--- src/design/pmcd_pkg.sv ---
// ----------------------------------------------------------------------------
// pmcd_pkg
// Shared widths, register indexes and types of the patch mean change detector.
// ----------------------------------------------------------------------------
package pmcd_pkg;

    localparam int PIX_W      = 8;
    localparam int ROW_W      = 10;
    localparam int COL_W      = 10;
    localparam int SUM_W      = 17;
    localparam int LIM_W      = 17;
    localparam int DIM_W      = 11;
    localparam int PS_W       = 5;
    localparam int TH_W       = 8;
    localparam int PREM_W     = 4;
    localparam int CFG_IDX_W  = 2;
    localparam int CFG_DAT_W  = 11;
    localparam int FIFO_DEPTH = 8;
    localparam int FIFO_PTR_W = 3;
    localparam int FIFO_CNT_W = 4;

    localparam logic [CFG_IDX_W-1:0] REG_FRAME_WIDTH    = 2'd0;
    localparam logic [CFG_IDX_W-1:0] REG_FRAME_HEIGHT   = 2'd1;
    localparam logic [CFG_IDX_W-1:0] REG_PATCH_SIZE     = 2'd2;
    localparam logic [CFG_IDX_W-1:0] REG_MEAN_THRESHOLD = 2'd3;

    // per-pixel control that rides along the pipeline
    typedef struct packed {
        logic win;       // median window centered on a real pixel
        logic first;     // first pixel of a patch
        logic last;      // last pixel of a patch
        logic col_zero;  // column 0: window refills with replicated column
        logic top_sel;   // row >= 2: top line store entry is valid
    } t_flags;

    typedef struct packed {
        logic [ROW_W-1:0] patch_row;
        logic [COL_W-1:0] patch_col;
        logic             foreground;
    } t_result;

endpackage

--- src/design/pmcd_fifo.sv ---
// ----------------------------------------------------------------------------
// pmcd_fifo
// Result queue on the output channel.
// ----------------------------------------------------------------------------
module pmcd_fifo (
    input  logic                            i_clk,
    input  logic                            i_rst_n,
    input  logic                            i_push,
    input  pmcd_pkg::t_result               i_data,
    output logic                            o_valid,
    input  logic                            i_ready,
    output pmcd_pkg::t_result               o_data,
    output logic [pmcd_pkg::FIFO_CNT_W-1:0] o_cnt
);
    import pmcd_pkg::*;

    t_result               r_mem [0:FIFO_DEPTH-1];
    logic [FIFO_PTR_W-1:0] r_wr, r_rd;
    logic [FIFO_CNT_W-1:0] r_cnt;
    logic                  pop;

    assign o_valid = r_cnt != '0;
    assign pop     = o_valid && i_ready;

    always_ff @(posedge i_clk) begin
        if (i_push) r_mem[r_wr] <= i_data;
    end

    always_ff @(posedge i_clk) begin
        if (!i_rst_n) begin
            r_wr  <= '0;
            r_rd  <= '0;
            r_cnt <= '0;
        end else begin
            if (i_push) r_wr <= r_wr + FIFO_PTR_W'(1);
            if (pop)    r_rd <= r_rd + FIFO_PTR_W'(1);
            case ({i_push, pop})
                2'b10:   r_cnt <= r_cnt + FIFO_CNT_W'(1);
                2'b01:   r_cnt <= r_cnt - FIFO_CNT_W'(1);
                default: r_cnt <= r_cnt;
            endcase
        end
    end

    assign o_data = r_mem[r_rd];
    assign o_cnt  = r_cnt;

endmodule

--- config.mk ---
export PLATFORM = sky130hd
export DESIGN_NAME = pmcd_fifo
export DESIGN_NICKNAME = d
export VERILOG_FILES = /design/src/design/pmcd_pkg.sv /design/src/design/pmcd_fifo.sv
export SDC_FILE = /design/constraint.sdc
export NUM_CORES = 1
export LEC_CHECK = 0
export BUFFER_PORTS_ARGS = -buffer_cell sky130_fd_sc_hd__buf_4
export CAP_MARGIN = 20
export CORE_UTILIZATION = 59
export CTS_CLUSTER_DIAMETER = 100
export CTS_CLUSTER_SIZE = 20
export DETAILED_ROUTE_END_ITERATION = 12
export GPL_TIMING_DRIVEN = 0
export HOLD_SLACK_MARGIN = 0.02
export PLACE_DENSITY = 0.78
export SLEW_MARGIN = 25
export SYNTH_ARGS = -nofsm -noshare
export SYNTH_HDL_FRONTEND = slang
export SYNTH_SLANG_ARGS = --single-unit
--- constraint.sdc ---
create_clock -name i_clk -period 3 [get_ports i_clk]
set_clock_uncertainty 0.2 [all_clocks]
set_input_delay 0.6 -clock i_clk [delete_from_list [all_inputs] [get_ports i_clk]]
set_output_delay 0.6 -clock i_clk [all_outputs]
set_load 0.01 [all_outputs]
# --- Word-level counts from Yosys, hierarchy flattened ---
# Memories as Yosys holds them, arrays and structs flattened. A register that Yosys moved wholly into a read port is not among the register bits.
# Index checks and enable logic that the tools add are counted.
totals:
  ff_bits: 10
  ramBits: 168
  in_bits: 25
  output_inout_bits: 26
  word_cells: 18
  n_memories: 1
op_classes:
  n_addsub: 4
  eq_ne: 2
  muxes: 5
  n_reduce_logical: 3
memory_table:
  columns: ["memory", "depth", "width", "read_ports", "rd_ports_with_merged_regs", "wr", "line", "source"]
  rows:
  - ["r_mem", 8, 21, 1, 1, 1, "pmcd_fifo.sv:17", "t_result r_mem [0:FIFO_DEPTH-1];"]
ops:
  columns: ["operator", "count"]
  rows:
  - ["case mux 4 bit (2 select lines)", 1]
  - ["adder 3 x 1 -> 3 bit (second input constant)", 2]
  - ["two-way mux 3 bit", 2]
  - ["adder 4 x 1 -> 4 bit (second input constant)", 1]
  - ["nonzero test 4 bit", 1]
  - ["subtractor 4 x 1 -> 4 bit (second input constant)", 1]
  - ["equality test 2 x 1 -> 1 bit (second input constant)", 1]
  - ["equality test 2 bit (second input constant)", 1]
  - ["two-way mux 1 bit", 2]
  - ["nonzero test 2 bit", 1]
  - ["logical AND 1 bit", 1]

# --- Longest topological paths before layout ---
# Gate-level depths: netlist (run 1).
logic_depth:
  word_depth: 4
  depth_mapped: 10
  mapped_depth_nobuf: 10

# --- Least setup slack after synthesis (run 1) ---
# No wires, ideal clock.
synth_timing:
  path_type: "in2reg"
  start: "input port i_push"
  end: "memory r_mem[0][0] (netlist bit) (enable)"
  setup_ps: 425
  t_arrival_ps: 2164
  required_ps: 2375
  slack_ps: 211
  stages: 2
  n_path_buf: 0
  path_cell_list: "nand2b_1 nor3_1"
synth_between:
  elab_chain_cells: 2
synth_lines:
  columns: ["item", "line", "source"]
  rows:
  - ["start, declared", "pmcd_fifo.sv:8", "input logic i_push,"]
  - ["two-way mux 1 bit", "pmcd_fifo.sv:26", "if (i_push) r_mem[r_wr] <= i_data;"]
  - ["two-way mux 1 bit (implied by the code)", "pmcd_fifo.sv:26", null]
  - ["end, declared", "pmcd_fifo.sv:17", null]
# No other way between the ends.

==> results of run 1 <==
-- registers in the layout, summed over array words and instances (netlist names), named ones only --
register,count
o_cnt,4
r_wr,3
r_mem,168
r_rd,3
-- stage by stage --
| stage | total power, uW | std cells | util [%] | setup slack, ns | hold slack (ns) |
|---|---|---|---|---|---|
| floorplan | 3820 | 315 | - | 0.211 | 0.267 |
| global placement | 4220 | 508 | 66.3 | -1.33 | 0.271 |
| detailed placement | 4290 | 520 | 68.6 | 0.221 | 0.287 |
| CTS | 6700 | 552 | 74.6 | 0.0191 | 0.187 |
| global route | 6910 | 552 | 74.6 | -0.00963 | 0.188 |
| finish | 6670 | 552 | 74.6 | 0.0604 | 0.203 |
-- power by group through the flow --
stage | clock network, uW | registers (uW) | logic (uW)
detailed placement | 0 | 2970 | 1310
floorplan | 0 | 2970 | 849
finish | 2420 | 2920 | 1320
CTS | 2450 | 2920 | 1330
global placement | 0 | 2970 | 1260
global route | 2560 | 2930 | 1430
-- routing by layer --
metal	track usage (%)	part of all wire, %	vias to the layer above
met4	9.55	1.6	0
met2	39.8	52	112
met1	29.7	40	1725
li1	-	-	1487
met5	0	0	-
met3	6.26	6.4	18
-- logic make-up (layout without fill, tap and decap cells) --
kind of cell,after synthesis,count (layout),synth area share (%)
and+or+nand+nor,33,33,2.50
adders and majority gates,5,5,0.879
AOI/OAI and AO/OA,6,6,0.598
muxes,67,67,19.1
buffers and inverters,16,110,1.48
xor gates and xnor gates,7,7,0.861
DFF,181,181,74.5
-- area by class of cell --
| class | count | area, um2 | area share, % |
|---|---|---|---|
| Clock inverter | 4 | 32.5 | 0.377 |
| Sequential cell | 181 | 5310 | 61.5 |
| Clock buffer | 28 | 656 | 7.60 |
| Tap cell | 143 | 179 | 2.07 |
| Inverter | 2 | 7.51 | 0.0870 |
| Timing Repair Buffer | 62 | 578 | 6.70 |
| Multi-Input combinational cell | 118 | 1750 | 20.3 |
| Buffer | 14 | 116 | 1.35 |
-- cells in the final DEF (no fill, tap or decap), types with 3 or more instances in the layout --
| cell type | instances |
|---|---|
| edfxtp_1 | 168 |
| buf_4 | 54 |
| mux4_1 | 35 |
| clkbuf_16 | 24 |
| mux2_2 | 22 |
| dfxtp_1 | 13 |
| mux4_2 | 7 |
| nand2_1 | 6 |
| nor2_4 | 6 |
| and2_1 | 6 |
| clkbuf_1 | 5 |
| ha_1 | 5 |
| buf_6 | 4 |
| clkbuf_4 | 4 |
| nand2b_1 | 4 |
| xnor2_1 | 4 |
| clkbuf_8 | 4 |
| buf_16 | 4 |
| buf_8 | 3 |
| xor2_1 | 3 |
| mux2i_1 | 3 |
| clkinv_4 | 3 |
-- critical path: cells and delay by family, from the launching register on --
family,cells,cell delay [ns]
buf+inv,3,0.47
mux,2,0.90
flops,1,0.33
-- how the worst min path moves through the flow --
stage                         endpoint        from  depth (start not counted)  slack, ns
after floorplan               register     r_rd[1]                          2       0.27
after global placement        o_cnt[3]    o_cnt[3]                          2       0.27
after detailed placement      o_cnt[3]    o_cnt[3]                          2       0.29
after CTS                 r_mem[4][14]  i_data[14]                          1       0.19
after global routing       r_mem[3][7]   i_data[7]                          1       0.19
final                     r_mem[0][11]  i_data[11]                          1       0.20
-- timing repair --
action	in CTS	in global routing
cloned	0	0
gates resized for setup	6	7
setup endpoints to repair	21	12
==> results.sh, run 1 <==
export IMPL_status="finished, violations left"
export IMPL_violations="DRC"
export IMPL_p_leak_uw=0.00295
export IMPL_r2r_end="o_cnt[2]"
export IMPL_cp_start_kind="register"
export IMPL_setup_viol=0
export IMPL_synth_edf_count=168
export IMPL_avgSynthCellArea_um2=22.6
export IMPL_viasPerCell=6.05
export IMPL_crit_end="o_data[13]"
export IMPL_overflow=0
export IMPL_cts_buffer_depth=2
export IMPL_path_max_fanout=10
export IMPL_synth_top_area_share_pct=70.9
export IMPL_nets=426
export IMPL_pin_count=51
export IMPL_die_h_um=112
export IMPL_cts_tree="built"
export IMPL_cts_hold_buf=0
export IMPL_wirelength_mm=13.4
export IMPL_first_pass_iters=9
export IMPL_cap_violations=0
export IMPL_worst_pin_slew_ns=0.810
export IMPL_max_stage_delay_ns=0.60
export IMPL_vias=3342
export IMPL_fp_coreArea_um2=11600
export IMPL_drc=2
export IMPL_slew_headroom_pct=46.0
export IMPL_cts_max_level=4
export IMPL_grt_usage_pct=23.7
export IMPL_yosysWarnings=0
export IMPL_grt_pass1_wl_mm=20.4
export IMPL_cp_data_arrival_time_ns=2.14
export IMPL_syn_cell_area_um2=7120
export IMPL_grt_start_max_net_pins=19
export IMPL_place_gp_congestion=0.671
export IMPL_finish_instance_area_um2=8630
export IMPL_synth_area_top_cells="edfxtp_1, mux4_1, dfxtp_1, mux2_2, mux4_2"
export IMPL_reg2reg_depth=10
export IMPL_drv_slew=0
export IMPL_sw_frac_of_total_pct=23.5
export IMPL_critPathCaptureType="output pin"
export IMPL_wl_per_cell_um=24.2
export IMPL_power_frac_seq_pct=43.9
export IMPL_num_antenna_cells=0
export IMPL_clock_latency_ns=0.43
export IMPL_drive_gt1_share_pct=34.7
export IMPL_grt_pass1_vias=3489
export IMPL_n_fill_cell=613
export IMPL_rows=39
export IMPL_ys_types=29
export IMPL_pwr_share_clk_pct=36.3
export IMPL_ir_worst_vdd_v=0.000586
export IMPL_async_flop_share_pct=0
export IMPL_reg2reg_from="o_cnt[1]"
export IMPL_netlist_instances=315
export IMPL_dieWidth_um=112
export IMPL_p_int_uw=5100
export IMPL_synthFlopType="edfxtp_1"
export IMPL_fin_crit_sh_pct=98.0
export IMPL_reg2reg_slack_ns=0.27
export IMPL_initial_utilization_pct=61.5
export IMPL_seq_area_frac_synth_pct=74.5
export IMPL_yosys_area_top_type="edfxtp_1"
export IMPL_ys_ff_latch=181
export IMPL_cts_sinks=181
export IMPL_cp_cell_sequence="buf_6 -> buf_8 -> mux4_1 -> mux2_2 -> buf_4"
export IMPL_final_hold_viol_count=0
export IMPL_yosysMostFrequentCell="edfxtp_1"
export IMPL_ant_nets=0
export IMPL_slowest_stage="mux4_1"
export IMPL_grt_setup_unrepaired="true"
export IMPL_pwr_share_comb_pct=19.9
export IMPL_fmax_ghz=0.340
export IMPL_cellPowerDensity_nw_per_um2=773
export IMPL_dpl_cell_area_um2=7930
export IMPL_hold_class="in2reg"
export IMPL_die_area_um2=12500
export IMPL_crit_type="reg2out"
export IMPL_numPortBuffers=50
export IMPL_synth_nets=345
export IMPL_numCtsBuffers=17
export IMPL_clkTransAtPathRegs_ns=0.07
export IMPL_switchingPower_uw=1560
export IMPL_post_cts_buffers=0
export IMPL_clock_root_buffer="clkbuf_16"
export IMPL_fin_setup_tns_ns=0
export IMPL_crit_required_ns=2.20
export IMPL_synth_common_cells="edfxtp_1, mux4_1, mux2_2"
export IMPL_area_delta_synth_final_pct=21.2
export IMPL_hpwl_mm=8.07
export IMPL_period_needed_ns=2.94
export IMPL_antenna_found_initial=0
export IMPL_dr_first_iter_drc_count=244
Note: power is estimated with default switching activity, not from simulation.
==> run 2, diff against run 1 <==
ABC_AREA = 1   (was default)
CORE_UTILIZATION = 60   (was 59)
PLACE_DENSITY = 0.79   (was 0.78)
==> run 2 against run 1 <==
- the flow still finishes with violations (DRC)
- utilization down 1.8 points
- sequential power about the same
- clock-buffer cell count decreased by 9
- hold slack worse by 0.0088 ns
- sequential share of layout area increased by 1.5 points
- non-clock buffer count up 4
- die area shrank 0.42%
- maximum frequency increased by 5.2%
- largest cell class unchanged
- highest routed layer unchanged
==> results.sh, run 2 <==
export IMPL_grt_pass1_vias=4630
export IMPL_die_area_um2=12500
export IMPL_clock_latency_ns=0.44
export IMPL_syn_cell_area_um2=7210
export IMPL_vias=4632
export IMPL_seq_area_frac_synth_pct=73.6
export IMPL_crit_required_ns=2.20
export IMPL_finish_instance_area_um2=8420
export IMPL_worst_slack_ns=0.205
export IMPL_wirelength_mm=15.3
export IMPL_cts_hold_buf=0
export IMPL_period_needed_ns=2.80
export IMPL_ir_worst_vdd_v=0.000605
export IMPL_post_cts_buffers=0
export IMPL_synthFlopType="edfxtp_1"
export IMPL_cts_max_level=4
export IMPL_slowest_stage="clkbuf_1"
export IMPL_async_flop_share_pct=0
export IMPL_hp_start="i_data[0]"
export IMPL_area_delta_synth_final_pct=16.9
export IMPL_pin_count=51
export IMPL_final_cell_mix="edfxtp_1, nor2_1, nand2_1, o21ai_0, buf_4"
export IMPL_crit_type="reg2out"
export IMPL_fp_coreArea_um2=11600
export IMPL_wl_per_cell_um=19.5
export IMPL_cts_resized_gates=0
export IMPL_whs_ns=0.194
export IMPL_synth_edf_count=168
export IMPL_cap_violations=0
export IMPL_worst_pin_slew_ns=0.737
export IMPL_cp_start_kind="register"
export IMPL_p_leak_uw=0.00303
export IMPL_largest_reg_flops=168
export IMPL_drive_gt1_share_pct=18.0
export IMPL_yosysMostFrequentCell="edfxtp_1"
export IMPL_clock_root_buffer="clkbuf_16"
export IMPL_grt_pass1_wl_mm=23.8
export IMPL_final_common_cell="edfxtp_1"
export IMPL_dp_cells=755
export IMPL_n_fill_cell=723
export IMPL_status="finished, violations left"
export IMPL_hpwl_mm=9.35
export IMPL_rows=39
export IMPL_die_h_um=112
export IMPL_critPathCaptureType="output pin"
export IMPL_grt_setup_unrepaired="false"
export IMPL_final_hold_viol_count=0
export IMPL_path_delay_family="buffers and inverters"
export IMPL_nets=661
export IMPL_antenna_found_initial=0
export IMPL_setup_viol=0
export IMPL_viasPerCell=5.89
export IMPL_timing_critical_path_mode_cell="nand2_1"
export IMPL_path_max_fanout=10
export IMPL_dr_first_iter_drc_count=573
export IMPL_reg2reg_from="o_cnt[2]"
export IMPL_drv_slew=0
export IMPL_dpl_cell_area_um2=7850
export IMPL_avgSynthCellArea_um2=12.9
export IMPL_clkTransAtPathRegs_ns=0.07
export IMPL_synth_top_area_share_pct=70.0
export IMPL_place_ws_ns=0.621
export IMPL_fin_setup_tns_ns=0
export IMPL_initial_utilization_pct=62.3
export IMPL_drc=1
export IMPL_crit_buf_inv=2
export IMPL_instances_no_fill=787
export IMPL_overflow=0
export IMPL_fin_crit_sh_pct=93.2
export IMPL_netlist_instances=560
export IMPL_synth_nets=590
export IMPL_first_pass_iters=11
export IMPL_cts_buffer_depth=2
export IMPL_numPortBuffers=50
export IMPL_r2r_end="o_cnt[2]"
export IMPL_numCtsBuffers=17
export IMPL_cp_data_arrival_time_ns=2.00
export IMPL_ys_ff_latch=181
export IMPL_regArea_um2=5310
export IMPL_min_path_cells=1
export IMPL_ant_nets=0
export IMPL_yosys_area_top_type="edfxtp_1"
export IMPL_top_register="r_mem"
export IMPL_synth_area_top_cells="edfxtp_1, nor2_1, nand2_1, o21ai_0, dfxtp_1"
export IMPL_num_antenna_cells=0
export IMPL_hold_class="in2reg"
export IMPL_yosysWarnings=0
export IMPL_reg2reg_depth=13
export IMPL_multiInputGateArea_um2=1690
export IMPL_place_gp_congestion=0.814
export IMPL_max_stage_delay_ns=0.51
export IMPL_synth_common_cells="edfxtp_1, nor2_1, nand2_1"
export IMPL_worst_path_stages=6
export IMPL_reg2reg_slack_ns=0.70
export IMPL_grt_start_max_net_pins=22
export IMPL_grt_usage_pct=26.1
export IMPL_hold_end="r_mem[6][0]"
export IMPL_cellPowerDensity_nw_per_um2=831
export IMPL_dieWidth_um=112
export IMPL_cts_tree="built"
export IMPL_ys_types=23
export IMPL_fmax_ghz=0.358
export IMPL_violations="DRC"
export IMPL_cts_sinks=181
export IMPL_cp_cell_sequence="clkbuf_1 -> o21ai_0 -> o22ai_1 -> nand2_1 -> nand2_1 -> buf_4"
export IMPL_slew_headroom_pct=50.8
[run 2: changes by cell type in the layout (fill, tap and decap cells not counted), moves of 14 or more]
| cell | before | now |
|---|---|---|
| nor2_1 | 0 | 88 |
| nand2_1 | 6 | 80 |
| o21ai_0 | 1 | 57 |
| mux4_1 | 35 | 0 |
| o21ai_1 | 0 | 35 |
| mux2_2 | 22 | 0 |
| o22ai_1 | 0 | 21 |
| mux2i_1 | 3 | 21 |
| buf_2 | 0 | 14 |
| inv_1 | 2 | 16 |
[run 2: worst reg2reg max path: cells and delay by family, from the launching register on]
kind | cells | cell delay [ns]
AO/OA/AOI/OAI | 2 | 0.31
XOR/XNOR | 1 | 0.10
adder cells (fa/ha/maj) | 2 | 0.45
buffers and inverters | 4 | 0.41
flip-flops | 1 | 0.38
AND/OR/NAND/NOR | 4 | 0.35
[run 2: layout make-up]
cell class              instances  area share [%]
flip-flops and latches        181            63.0
multi-input cells             334            20.1
clock buffers                  19            5.64
repair buffers                 52            4.81
plain buffers                  28            2.42
well taps                     143            2.12
clock inverters                13            1.16
inverters                      17           0.757
[run 2: where the power goes]
| part | switching, uW | internal, uW |
|---|---|---|
| combinational | 1190 | 780 |
| clock | 952 | 1160 |
| sequential | 61.7 | 2860 |
[run 2: worst max-delay path by stage]
stage | startpoint | endpoint | slack (ns)
after CTS | register | o_data[1] | 0.14
after global placement | i_push | r_mem[0][12] | -0.37
after floorplan | i_push | r_mem[0][0] | 0.50
after detailed placement | i_push | r_mem[2][15] | 0.62
final | register | o_data[2] | 0.20
after global routing | register | o_data[2] | 0.05
[run 2: through the flow]
step | total power [uW] | utilization [%]
CTS | 7000 | 72.8
finish | 7000 | 72.8
floorplan | 4160 | -
global route | 7300 | 72.8
detailed placement | 4910 | 67.9
global placement | 4820 | 67.1
[run 2: cell families (layout without fill, tap and decap cells)]
family	after synthesis	in the layout	synth area share (%)
AOI/OAI and AO/OA	124	124	8.98
buffers and inverters	45	129	3.72
DFF	181	181	73.6
muxes	21	21	2.92
and+or+nand+nor	181	181	9.55
adders and majority gates	5	5	0.868
xor gates and xnor gates	3	3	0.365
[run 2: metal layers]
metal,global-route usage [%],part of all wire [%]
met1,33.2,40
met2,44.0,51
met3,5.72,7.4
met4,10.6,1.5
met5,0,0
