[src/design/pmcd_pkg.sv]
// ----------------------------------------------------------------------------
// pmcd_pkg
// Shared widths, register indexes and types of the patch mean change detector.
// ----------------------------------------------------------------------------
package pmcd_pkg;

    localparam int PIX_W      = 8;
    localparam int ROW_W      = 10;
    localparam int COL_W      = 10;
    localparam int SUM_W      = 17;
    localparam int LIM_W      = 17;
    localparam int DIM_W      = 11;
    localparam int PS_W       = 5;
    localparam int TH_W       = 8;
    localparam int PREM_W     = 4;
    localparam int CFG_IDX_W  = 2;
    localparam int CFG_DAT_W  = 11;
    localparam int FIFO_DEPTH = 8;
    localparam int FIFO_PTR_W = 3;
    localparam int FIFO_CNT_W = 4;

    localparam logic [CFG_IDX_W-1:0] REG_FRAME_WIDTH    = 2'd0;
    localparam logic [CFG_IDX_W-1:0] REG_FRAME_HEIGHT   = 2'd1;
    localparam logic [CFG_IDX_W-1:0] REG_PATCH_SIZE     = 2'd2;
    localparam logic [CFG_IDX_W-1:0] REG_MEAN_THRESHOLD = 2'd3;

    // per-pixel control that rides along the pipeline
    typedef struct packed {
        logic win;       // median window centered on a real pixel
        logic first;     // first pixel of a patch
        logic last;      // last pixel of a patch
        logic col_zero;  // column 0: window refills with replicated column
        logic top_sel;   // row >= 2: top line store entry is valid
    } t_flags;

    typedef struct packed {
        logic [ROW_W-1:0] patch_row;
        logic [COL_W-1:0] patch_col;
        logic             foreground;
    } t_result;

endpackage

[src/design/pmcd_div.sv]
// ----------------------------------------------------------------------------
// pmcd_div
// Serial restoring divider, one quotient bit per cycle, small divisor.
// ----------------------------------------------------------------------------
module pmcd_div #(
    parameter int DW = 10
) (
    input  logic                        i_clk,
    input  logic                        i_rst_n,
    input  logic                        i_start,
    input  logic [DW-1:0]               i_num,
    input  logic [pmcd_pkg::PS_W-1:0]   i_den,
    output logic                        o_done,
    output logic [DW-1:0]               o_quot,
    output logic [pmcd_pkg::PREM_W-1:0] o_rem
);
    import pmcd_pkg::*;

    localparam int CNT_W = $clog2(DW + 1);

    logic             r_busy;
    logic             r_done;
    logic [CNT_W-1:0] r_cnt;
    logic [DW-1:0]    r_num;
    logic [DW-1:0]    r_quot;
    logic [PREM_W-1:0] r_rem;
    logic [PS_W-1:0]  trial;
    logic [PS_W-1:0]  diff;
    logic             ge;
    logic [PREM_W-1:0] n_rem;

    // divisor is read live: it settles before the first step
    always_comb begin
        trial = {r_rem, r_num[DW-1]};
        diff  = trial - i_den;
        ge    = trial >= i_den;
        n_rem = ge ? diff[PREM_W-1:0] : trial[PREM_W-1:0];
    end

    always_ff @(posedge i_clk) begin
        if (!i_rst_n) begin
            r_busy <= 1'b0;
            r_done <= 1'b0;
            r_cnt  <= '0;
        end else begin
            r_done <= 1'b0;
            if (i_start) begin
                r_busy <= 1'b1;
                r_cnt  <= CNT_W'(DW);
            end else if (r_busy) begin
                r_cnt <= r_cnt - CNT_W'(1);
                if (r_cnt == CNT_W'(1)) begin
                    r_busy <= 1'b0;
                    r_done <= 1'b1;
                end
            end
        end
    end

    always_ff @(posedge i_clk) begin
        if (i_start) begin
            r_num  <= i_num;
            r_quot <= '0;
            r_rem  <= '0;
        end else if (r_busy) begin
            r_num  <= {r_num[DW-2:0], 1'b0};
            r_quot <= {r_quot[DW-2:0], ge};
            r_rem  <= n_rem;
        end
    end

    assign o_done = r_done;
    assign o_quot = r_quot;
    assign o_rem  = r_rem;

endmodule

[src/design/pmcd_pos.sv]
// ----------------------------------------------------------------------------
// pmcd_pos
// Raster position tracking, patch quotient/remainder counters and line store
// addressing. Counters are re-derived by a serial divide after a config write.
// ----------------------------------------------------------------------------
module pmcd_pos #(
    parameter int MAX_WIDTH  = 1024,
    parameter int MAX_HEIGHT = 1024,
    parameter int XW = $clog2(MAX_WIDTH),
    parameter int CW = $clog2(MAX_WIDTH + 1),
    parameter int YW = $clog2(MAX_HEIGHT),
    parameter int HW = $clog2(MAX_HEIGHT + 1),
    parameter int AW = $clog2(2 * MAX_WIDTH)
) (
    input  logic                       i_clk,
    input  logic                       i_rst_n,
    input  logic                       i_acc,
    input  logic                       i_frame_start,
    input  logic [CW-1:0]              i_w,
    input  logic [HW-1:0]              i_h,
    input  logic [pmcd_pkg::PS_W-1:0]  i_p,
    input  logic                       i_recalc,
    output logic                       o_busy,
    output pmcd_pkg::t_flags           o_flags,
    output logic [XW-1:0]              o_pc,
    output logic [pmcd_pkg::ROW_W-1:0] o_row,
    output logic [AW-1:0]              o_wr_addr,
    output logic [AW-1:0]              o_mid_addr
);
    import pmcd_pkg::*;

    localparam int DW = (XW > YW) ? XW : YW;
    localparam logic [1:0] ST_IDLE = 2'd0;
    localparam logic [1:0] ST_DIVX = 2'd1;
    localparam logic [1:0] ST_DIVY = 2'd2;

    logic [YW-1:0]     r_rpos;
    logic [CW-1:0]     r_cpos;
    logic [XW-1:0]     r_xq, n_xq;
    logic [PREM_W-1:0] r_xr, n_xr;
    logic [YW-1:0]     r_yq, n_yq;
    logic [PREM_W-1:0] r_yr, n_yr;
    logic [1:0]        r_state;

    logic [CW-1:0]     c0, c;
    logic [YW-1:0]     rr0, r;
    logic [YW:0]       r1;
    logic              wrap;
    logic [XW-1:0]     cx;
    logic [PS_W-1:0]   xr_inc, yr_inc;

    logic              div_start, div_done;
    logic [DW-1:0]     div_num, div_quot, x_last, y_last;
    logic [PREM_W-1:0] div_rem;

    always_comb begin
        c0   = i_frame_start ? '0 : r_cpos;
        rr0  = i_frame_start ? '0 : r_rpos;
        wrap = c0 >= i_w;
        c    = wrap ? '0 : c0;
        r1   = {1'b0, rr0} + (YW+1)'(wrap);
        r    = (r1 >= (YW+1)'(i_h)) ? '0 : r1[YW-1:0];
        cx   = c[XW-1:0];
    end

    assign xr_inc = {1'b0, r_xr} + PS_W'(1);
    assign yr_inc = {1'b0, r_yr} + PS_W'(1);

    always_comb begin
        n_xq = r_xq;
        n_xr = r_xr;
        n_yq = r_yq;
        n_yr = r_yr;
        if (c == CW'(1)) begin
            n_xq = '0;
            n_xr = '0;
        end else if (c != '0) begin
            if (xr_inc == i_p) begin
                n_xq = r_xq + XW'(1);
                n_xr = '0;
            end else begin
                n_xr = xr_inc[PREM_W-1:0];
            end
        end
        // rows only change at column 0
        if (c == '0) begin
            if (r <= YW'(1)) begin
                n_yq = '0;
                n_yr = '0;
            end else if (yr_inc == i_p) begin
                n_yq = r_yq + YW'(1);
                n_yr = '0;
            end else begin
                n_yr = yr_inc[PREM_W-1:0];
            end
        end
    end

    always_comb begin
        o_flags.win      = (r != '0) && (c != '0);
        o_flags.first    = (n_yr == '0) && (n_xr == '0);
        o_flags.last     = (({1'b0, n_yr} + PS_W'(1)) == i_p) &&
                           (({1'b0, n_xr} + PS_W'(1)) == i_p);
        o_flags.col_zero = (c == '0);
        o_flags.top_sel  = r >= YW'(2);
        o_pc             = n_xq;
        o_row            = ROW_W'(n_yq);
        o_wr_addr        = AW'(cx) + (r[0] ? AW'(MAX_WIDTH) : AW'(0));
        o_mid_addr       = AW'(cx) + (r[0] ? AW'(0) : AW'(MAX_WIDTH));
    end

    // divide the window center of the last pixel again with the new patch size
    always_comb begin
        x_last    = (r_cpos >= CW'(2)) ? DW'(r_cpos - CW'(2)) : '0;
        y_last    = (r_rpos != '0) ? DW'(r_rpos - YW'(1)) : '0;
        div_start = ((r_state == ST_IDLE) && i_recalc) ||
                    ((r_state == ST_DIVX) && div_done);
        div_num   = (r_state == ST_IDLE) ? x_last : y_last;
    end

    pmcd_div #(.DW(DW)) u_div (
        .i_clk   (i_clk),
        .i_rst_n (i_rst_n),
        .i_start (div_start),
        .i_num   (div_num),
        .i_den   (i_p),
        .o_done  (div_done),
        .o_quot  (div_quot),
        .o_rem   (div_rem)
    );

    always_ff @(posedge i_clk) begin
        if (!i_rst_n) begin
            r_rpos  <= '0;
            r_cpos  <= '0;
            r_xq    <= '0;
            r_xr    <= '0;
            r_yq    <= '0;
            r_yr    <= '0;
            r_state <= ST_IDLE;
        end else begin
            if (i_acc) begin
                r_rpos <= r;
                r_cpos <= c + CW'(1);
                r_xq   <= n_xq;
                r_xr   <= n_xr;
                r_yq   <= n_yq;
                r_yr   <= n_yr;
            end
            case (r_state)
                ST_IDLE: begin
                    if (i_recalc) r_state <= ST_DIVX;
                end
                ST_DIVX: begin
                    if (div_done) begin
                        r_xq    <= div_quot[XW-1:0];
                        r_xr    <= div_rem;
                        r_state <= ST_DIVY;
                    end
                end
                ST_DIVY: begin
                    if (div_done) begin
                        r_yq    <= div_quot[YW-1:0];
                        r_yr    <= div_rem;
                        r_state <= ST_IDLE;
                    end
                end
                default: r_state <= ST_IDLE;
            endcase
        end
    end

    assign o_busy = r_state != ST_IDLE;

endmodule

[config.mk]
export PLATFORM = sky130hd
export DESIGN_NAME = pmcd_pos
export DESIGN_NICKNAME = d
export VERILOG_FILES = /design/src/design/pmcd_pkg.sv /design/src/design/pmcd_div.sv /design/src/design/pmcd_pos.sv
export SDC_FILE = /design/constraint.sdc
export NUM_CORES = 1
export LEC_CHECK = 0
export BUFFER_PORTS_ARGS = -buffer_cell sky130_fd_sc_hd__buf_2
export CAP_MARGIN = 20
export CORE_MARGIN = 3
export CORE_UTILIZATION = 55
export CTS_CLUSTER_DIAMETER = 40
export DETAILED_ROUTE_END_ITERATION = 10
export PLACE_DENSITY = 0.74
export SYNTH_ARGS = -nofsm -noshare
export SYNTH_HDL_FRONTEND = slang
export SYNTH_SLANG_ARGS = --single-unit
[constraint.sdc]
create_clock -name i_clk -period 6.66 [get_ports i_clk]
set_input_delay 0 -clock i_clk [delete_from_list [all_inputs] [get_ports i_clk]]
set_output_delay 0 -clock i_clk [all_outputs]
set_load 0.05 [all_outputs]
# == Yosys cells after proc, flatten, opt, wreduce, memory -nomap -nowiden ==
# Cells that the tools add are included.
# Widths: inputs -> output; s select.
# word_totals
input_bits,32
regBits,81
out_inout_bits,48
elab_cells,111
# classes
addsub,14
n_reduce_logical,18
muxes,46
n_bitwise,2
order_cmp,6
n_eq_ne,11
# op_table
operator,count
$mux 10,19
$mux 4,15
$mux 11,4
$add 10x11->11,2
$ge 11x11->1,2
$add 10x1->10 const B,2
$add 4x1->5 const B,4
$eq 5x5->1,4
$reduce_bool 10->1,2
$add 10x1->11,1
$add 11x1->11 const B,1
$eq 11x1->1 const B,1
$ge 11x2->1 const B,1
$logic_not 11->1,1
$reduce_bool 11->1,1
$ge 10x2->1 const B,1
$le 10x1->1 const B,1
$sub 10x1->10 const B,1
$sub 10x2->10 const B,1
$logic_not 4->1,2
$mux 2,3
$pmux 2 s3,1
$ge 5x5->1,1
$logic_and 1x1->1,5
15 further kinds,21

# == Depth between registers and ports, before layout ==
# depth
depth_word,11
mapped_depth,29

# == Hierarchy ==
# A second synthesis with hierarchy kept.
# hier_totals
hier_cells,853
hier_area_um2,6463.7
# by_module_without_submodules
module,instances,area_per_inst_um2,cells_per_inst,seq_area_each_um2
pmcd_pos,1,5086.1,726,1021.0
pmcd_div,1,1377.6,127,700.7

# == Worst setup path before layout ==
# OpenSTA, ideal clock, no wires.
# synth_timing
kind,input port to flip-flop
startpoint,input port i_frame_start
endpoint,register r_yq[4]
cell_stages,24
arrival_time_ns,6.014
path_slack_ns,0.576
path_buffers,4
cell_sequence,clkbuf_1 > clkbuf_1 > clkbuf_1 > nor2b_1 > ha_1 > and3_1 > o21a_1 > a221oi_1 > nand2_1 > ha_1 > ha_1 > nand3_1 > mux2_2 > ha_1 > nand4_1 > nor2_1 > a21oi_1 > nand2_1 > nor2_1 > nor2_1 > clkbuf_1 > nor2_1 > nand2_1 > a21oi_1
# synth_via
elab_chain_cells,11
# synth_lines
item,line_no,text
start: declaration,pmcd_pos.sv:18,"input logic i_frame_start,"
$mux 11,pmcd_pos.sv:57,c0 = i_frame_start ? '0 : r_cpos;
$ge 11x11->1,pmcd_pos.sv:59,wrap = c0 >= i_w;
$add 10x1->11,pmcd_pos.sv:61,"r1 = {1'b0, rr0} + (YW+1)'(wrap);"
$ge 11x11->1,pmcd_pos.sv:62,r = (r1 >= (YW+1)'(i_h)) ? '0 : r1[YW-1:0];
$mux 10,pmcd_pos.sv:62,
$le 10x1->1,pmcd_pos.sv:87,if (r <= YW'(1)) begin
$mux 10,pmcd_pos.sv:87,
$mux 10 (*),pmcd_pos.sv:86,if (c == '0) begin
"net o_row, one bit",pmcd_pos.sv:26,"output logic [pmcd_pkg::ROW_W-1:0] o_row,"
$mux 10 (*),pmcd_pos.sv:142,if (i_acc) begin
$mux 10,pmcd_pos.sv:162,if (div_done) begin
$mux 10 (*),pmcd_pos.sv:150,case (r_state)
end signal: assignment,pmcd_pos.sv:147,r_yq <= n_yq;
end signal: assignment,pmcd_pos.sv:163,r_yq <= div_quot[YW-1:0];
end: declaration,pmcd_pos.sv:41,"logic [YW-1:0] r_yq, n_yq;"
# Mark *: on every way through the listed nets, which the timed path passes. The rest lies on a longest branch.
# A chain may end at the register's enable or synchronous reset.

==> reports/metrics.cfg <==
[status]
outcome = complete, no violations

[place]
numPlacedInstances = 1027
detailed_place_hpwl_mm = 12.98
gpl.final_weighted_congestion = 0.9115
port_buffers = 79

[floorplanning]
die-height_microns = 114.9
std_cell_rows = 39
floorplan.initialDensity = 0.5668
dieArea_sq_um = 13210
placeableCoreArea_sq_um = 11520
chipWidth_microns = 114.9
io_pins = 80

[timing]
slew_viol_final = 0
finalHoldViolations = 0
tns_ns = 0
max_slew_margin = 0.2889
worst_slew_pin_slew_ns = 1.065
fin_worst_skew_ns = 0.006135
setup_violations = 0
grt_setup_unrepaired = no
layout_min_cycle_time_ns = 6.136
timing.fmax_ghz = 0.1630
layout_worst_path_cycle_share = 0.9214

[job]
max_cap_violations = 0

[drt]
drt-total-wl_mm = 18.00
route.detailed.vias_per_inst = 6.108
antenna_violating_nets_post_route = 0
route.detailed.wl_per_inst_microns = 17.19
top_layer = met4
drt_first_pass_iters = 7
route.vias.total = 6395
drt-met1-wl_mm = 7.705
met3WireLength_mm = 1.162
dr.first_iter.drc_count = 461
post-route-drc-count = 0
wl_met2_mm = 8.570

[cells_and_area]
post_route_cells_drive_above_1_share = 0.1383
nNetsFinal = 977
layout.core_utilization = 0.6246
layout.cells.non_filler = 1047
relative_area_change_from_synthesis_to_final_layout_pct = 10.20
antenna_cells = 0

[global_routing]
global_route.usage.total = 0.2766
via_count_of_the_first_global_routing_pass = 6160
grt_start_max_net_pins = 48
antenna_violations_before_repair = 0
gr-total-overflow = 0
grt_first_pass_wirelength_mm = 29.73

[worst_hold_path]
worst_hold_path_type = input port to flip-flop
worstHoldEndpoint = r_xq[3]
hold_path_startpoint = i_rst_n
worst_hold_path.num_cells = 3

[cts]
cts_inserted_buffers = 9
clk_pin_slew_worst_paths_ns = 0.06
clock_tree.root_cell = clkbuf_16
cts.sinks = 81
htreeDepth = 3
clkLatencyLatePin_ns = 0.35
clock_path_buffers = 2
tritoncts = yes

[setup_path]
ff2ff_setup_slack_ns = 1.08
worst-path-max-fanout = 6
critical_path_class = flip-flop to primary output
rr_endpoint = r_yq[0]
worst_ep_arrival_time_ns = 6.14
setup.worst_path.end_class = primary output
critical_path_required_ns = 6.66
worst_reg2reg_startpoint = r_cpos[8]
worst_setup_path_start_kind = flip-flop
r2r_cells = 21

[pwr]
power_density_nw_per_um2 = 171.2
cellLeakagePower_uw = 0.003237
irDropWorstVdd_mv = 0.2071

[logic_synthesis]
synth-async-reset-ratio = 0
syn_area_sq_um = 6528
yosysSeqAreaShare = 0.2638
synth_warnings = 0
synthTopCellsByArea = dfxtp_1, ha_1, nor2_1, a21oi_1, edfxtp_1
synthDistinctLibCells = 75
synth-main-ff-cell = dfxtp_1
netlist_instances = 859
synth_top_area_frac = 0.2177
synth_area_per_cell_sq_um = 7.599
synth.net_count = 936
number_of_storage_elements_in_the_synthesis_netlist = 81
synth.largest_area_cell = dfxtp_1
synth_edf_count = 10

==> metrics by stage <==
stage | hold slack [ns] | area (sq um) | power (uW) | setup WS, ns
global route | 0.04477 | 7193 | 1280 | 0.006602
detailed placement | 0.3210 | 6863 | 766.2 | 0.6078
CTS | 0.02289 | 7144 | 1235 | 0.2752
finish | 0.03360 | 7193 | 1231 | 0.5238
global placement | 0.3156 | 6863 | 756.2 | 0.9434
floorplan | 0.1383 | 6528 | 706.3 | 0.5761
==> critical path: stages, from the launching register on <==
cell and delay, ns:
dfxtp_1 0.41, nor2b_1 0.30, ha_1 0.29, and3_1 0.20
o21a_1 0.14, a221oi_1 0.28, buf_4 0.18, nand2_1 0.15
ha_1 0.28, ha_1 0.21, nand3_1 0.22, mux2_2 0.40
ha_1 0.30, nand4_1 0.13, nor2_1 0.05, a21oi_1 0.30
nand2_1 0.23, nor3_2 0.29, a21oi_1 0.17, inv_1 0.09
ha_1 0.18, inv_1 0.08, nor4_1 0.25, mux2i_1 0.11
nand3b_1 0.11, o2111a_1 0.19, buf_2 0.26
==> final cells by class <==
cell class / instances / area [sq um]
clock buffers: 11 / 242.7
clock inverters: 4 / 28.78
flip-flops and latches: 81 / 1723
inverters: 56 / 210.2
fillers: 1050 / 4323
repair buffers: 89 / 470.5
multi-input cells: 663 / 4339
well taps: 143 / 178.9
==> worst max-delay path by stage <==
stage             startpoint    endpoint  slack, ns  cells past startpoint
3_5_place_dp   i_frame_start  o_flags[2]       0.61                     28
4_1_cts            r_cpos[2]  o_flags[2]       0.28                     28
3_3_place_gp   i_frame_start  o_flags[2]       0.94                     28
5_1_grt            r_cpos[2]  o_flags[2]      0.007                     28
6_report           r_cpos[8]  o_flags[2]       0.52                     26
2_1_floorplan  i_frame_start     r_yq[4]       0.58                     24
==> power breakdown <==
part	leakage (uW)	switching (uW)	internal, uW
sequential	0.000676	28.3	518
clock	0.000132	208	262
combinational	0.00243	132	81.8
==> registers in the layout, summed over array words and instances, names as in the netlist <==
name          flops
r_cpos           11
r_rpos           10
r_xq             10
r_yq             10
u_div.o_quot     10
u_div.r_num      10
r_xr              4
r_yr              4
u_div.o_rem       4
u_div.r_cnt       4
r_state           2
u_div.o_done      1
u_div.r_busy      1
==> synth_stat cells, types with 3 or more instances <==
cell      count
and2_1        7
nor3_1       24
o21a_1       10
o21ai_0      32
nor2_1      121
mux2i_1      21
and4_1        6
nand3b_1      5
buf_2         7
nor4_1       10
and3_1       14
ha_1         44
a211oi_1     23
dfxtp_1      71
o211ai_1      5
or2_2         4
clkbuf_1     36
nand2b_1     10
a21oi_1      63
a21o_1        5
buf_4        12
nor2b_1      14
or3_1         5
buf_1         3
a211o_1       3
a22oi_1       4
xnor2_1      34
edfxtp_1     10
o221ai_1      9
o41ai_1       4
inv_1        53
nand2_1      72
a31oi_1       5
nand3_1      24
nand4_1      11
nor4b_1       4
xor2_1       23
==> routing by layer <==
metal,up-vias,global-route usage
met4,0,0.1135
met2,242,0.4525
li1,3107,-
met5,-,0
met1,3003,0.3578
met3,43,0.05421
==> placed cells by master, fill, tap and decap left out, drive strengths merged, types with 3 or more instances in the layout <==
| cell | count |
|---|---|
| nand4 | 11 |
| or3 | 5 |
| a31oi | 5 |
| dfxtp | 71 |
| edfxtp | 10 |
| nor4 | 10 |
| mux2 | 3 |
| buf | 87 |
| o41ai | 4 |
| a211oi | 24 |
| clkbuf | 12 |
| xnor2 | 35 |
| o211ai | 5 |
| or2 | 5 |
| o21a | 10 |
| nand3 | 24 |
| inv | 57 |
| nor4b | 7 |
| o221ai | 9 |
| xor2 | 23 |
| nor3 | 25 |
| a21o | 5 |
| nand2b | 10 |
| a211o | 4 |
| a22oi | 4 |
| mux2i | 21 |
| nand3b | 5 |
| a311oi | 4 |
| and4 | 6 |
| nor2 | 121 |
| a21oi | 63 |
| ha | 44 |
| and2 | 8 |
| and3 | 14 |
| nand2 | 72 |
| nor2b | 14 |
| o21ai | 35 |
==> what timing repair did <==
item	CTS	global route
hold endpoints to repair	1	0
hold buffers	1	0
buffers inserted	0	3
setup endpoints to repair	0	1
gates resized for setup	0	4
==> kinds of logic (layout without fill, tap and decap cells) <==
logic type               after synthesis  in the layout  share of synthesized area
buffers and inverters                115            160                    0.07456
adder cells (fa/ha/maj)               45             45                    0.08741
flip-flops                            81             81                     0.2638
AND/OR/NAND/NOR                      343            343                     0.2578
AO/OA/AOI/OAI                        192            192                     0.1967
XOR/XNOR                              59             59                    0.08242
multiplexers                          24             24                    0.03738
Note: power is estimated with default switching activity, not from simulation.
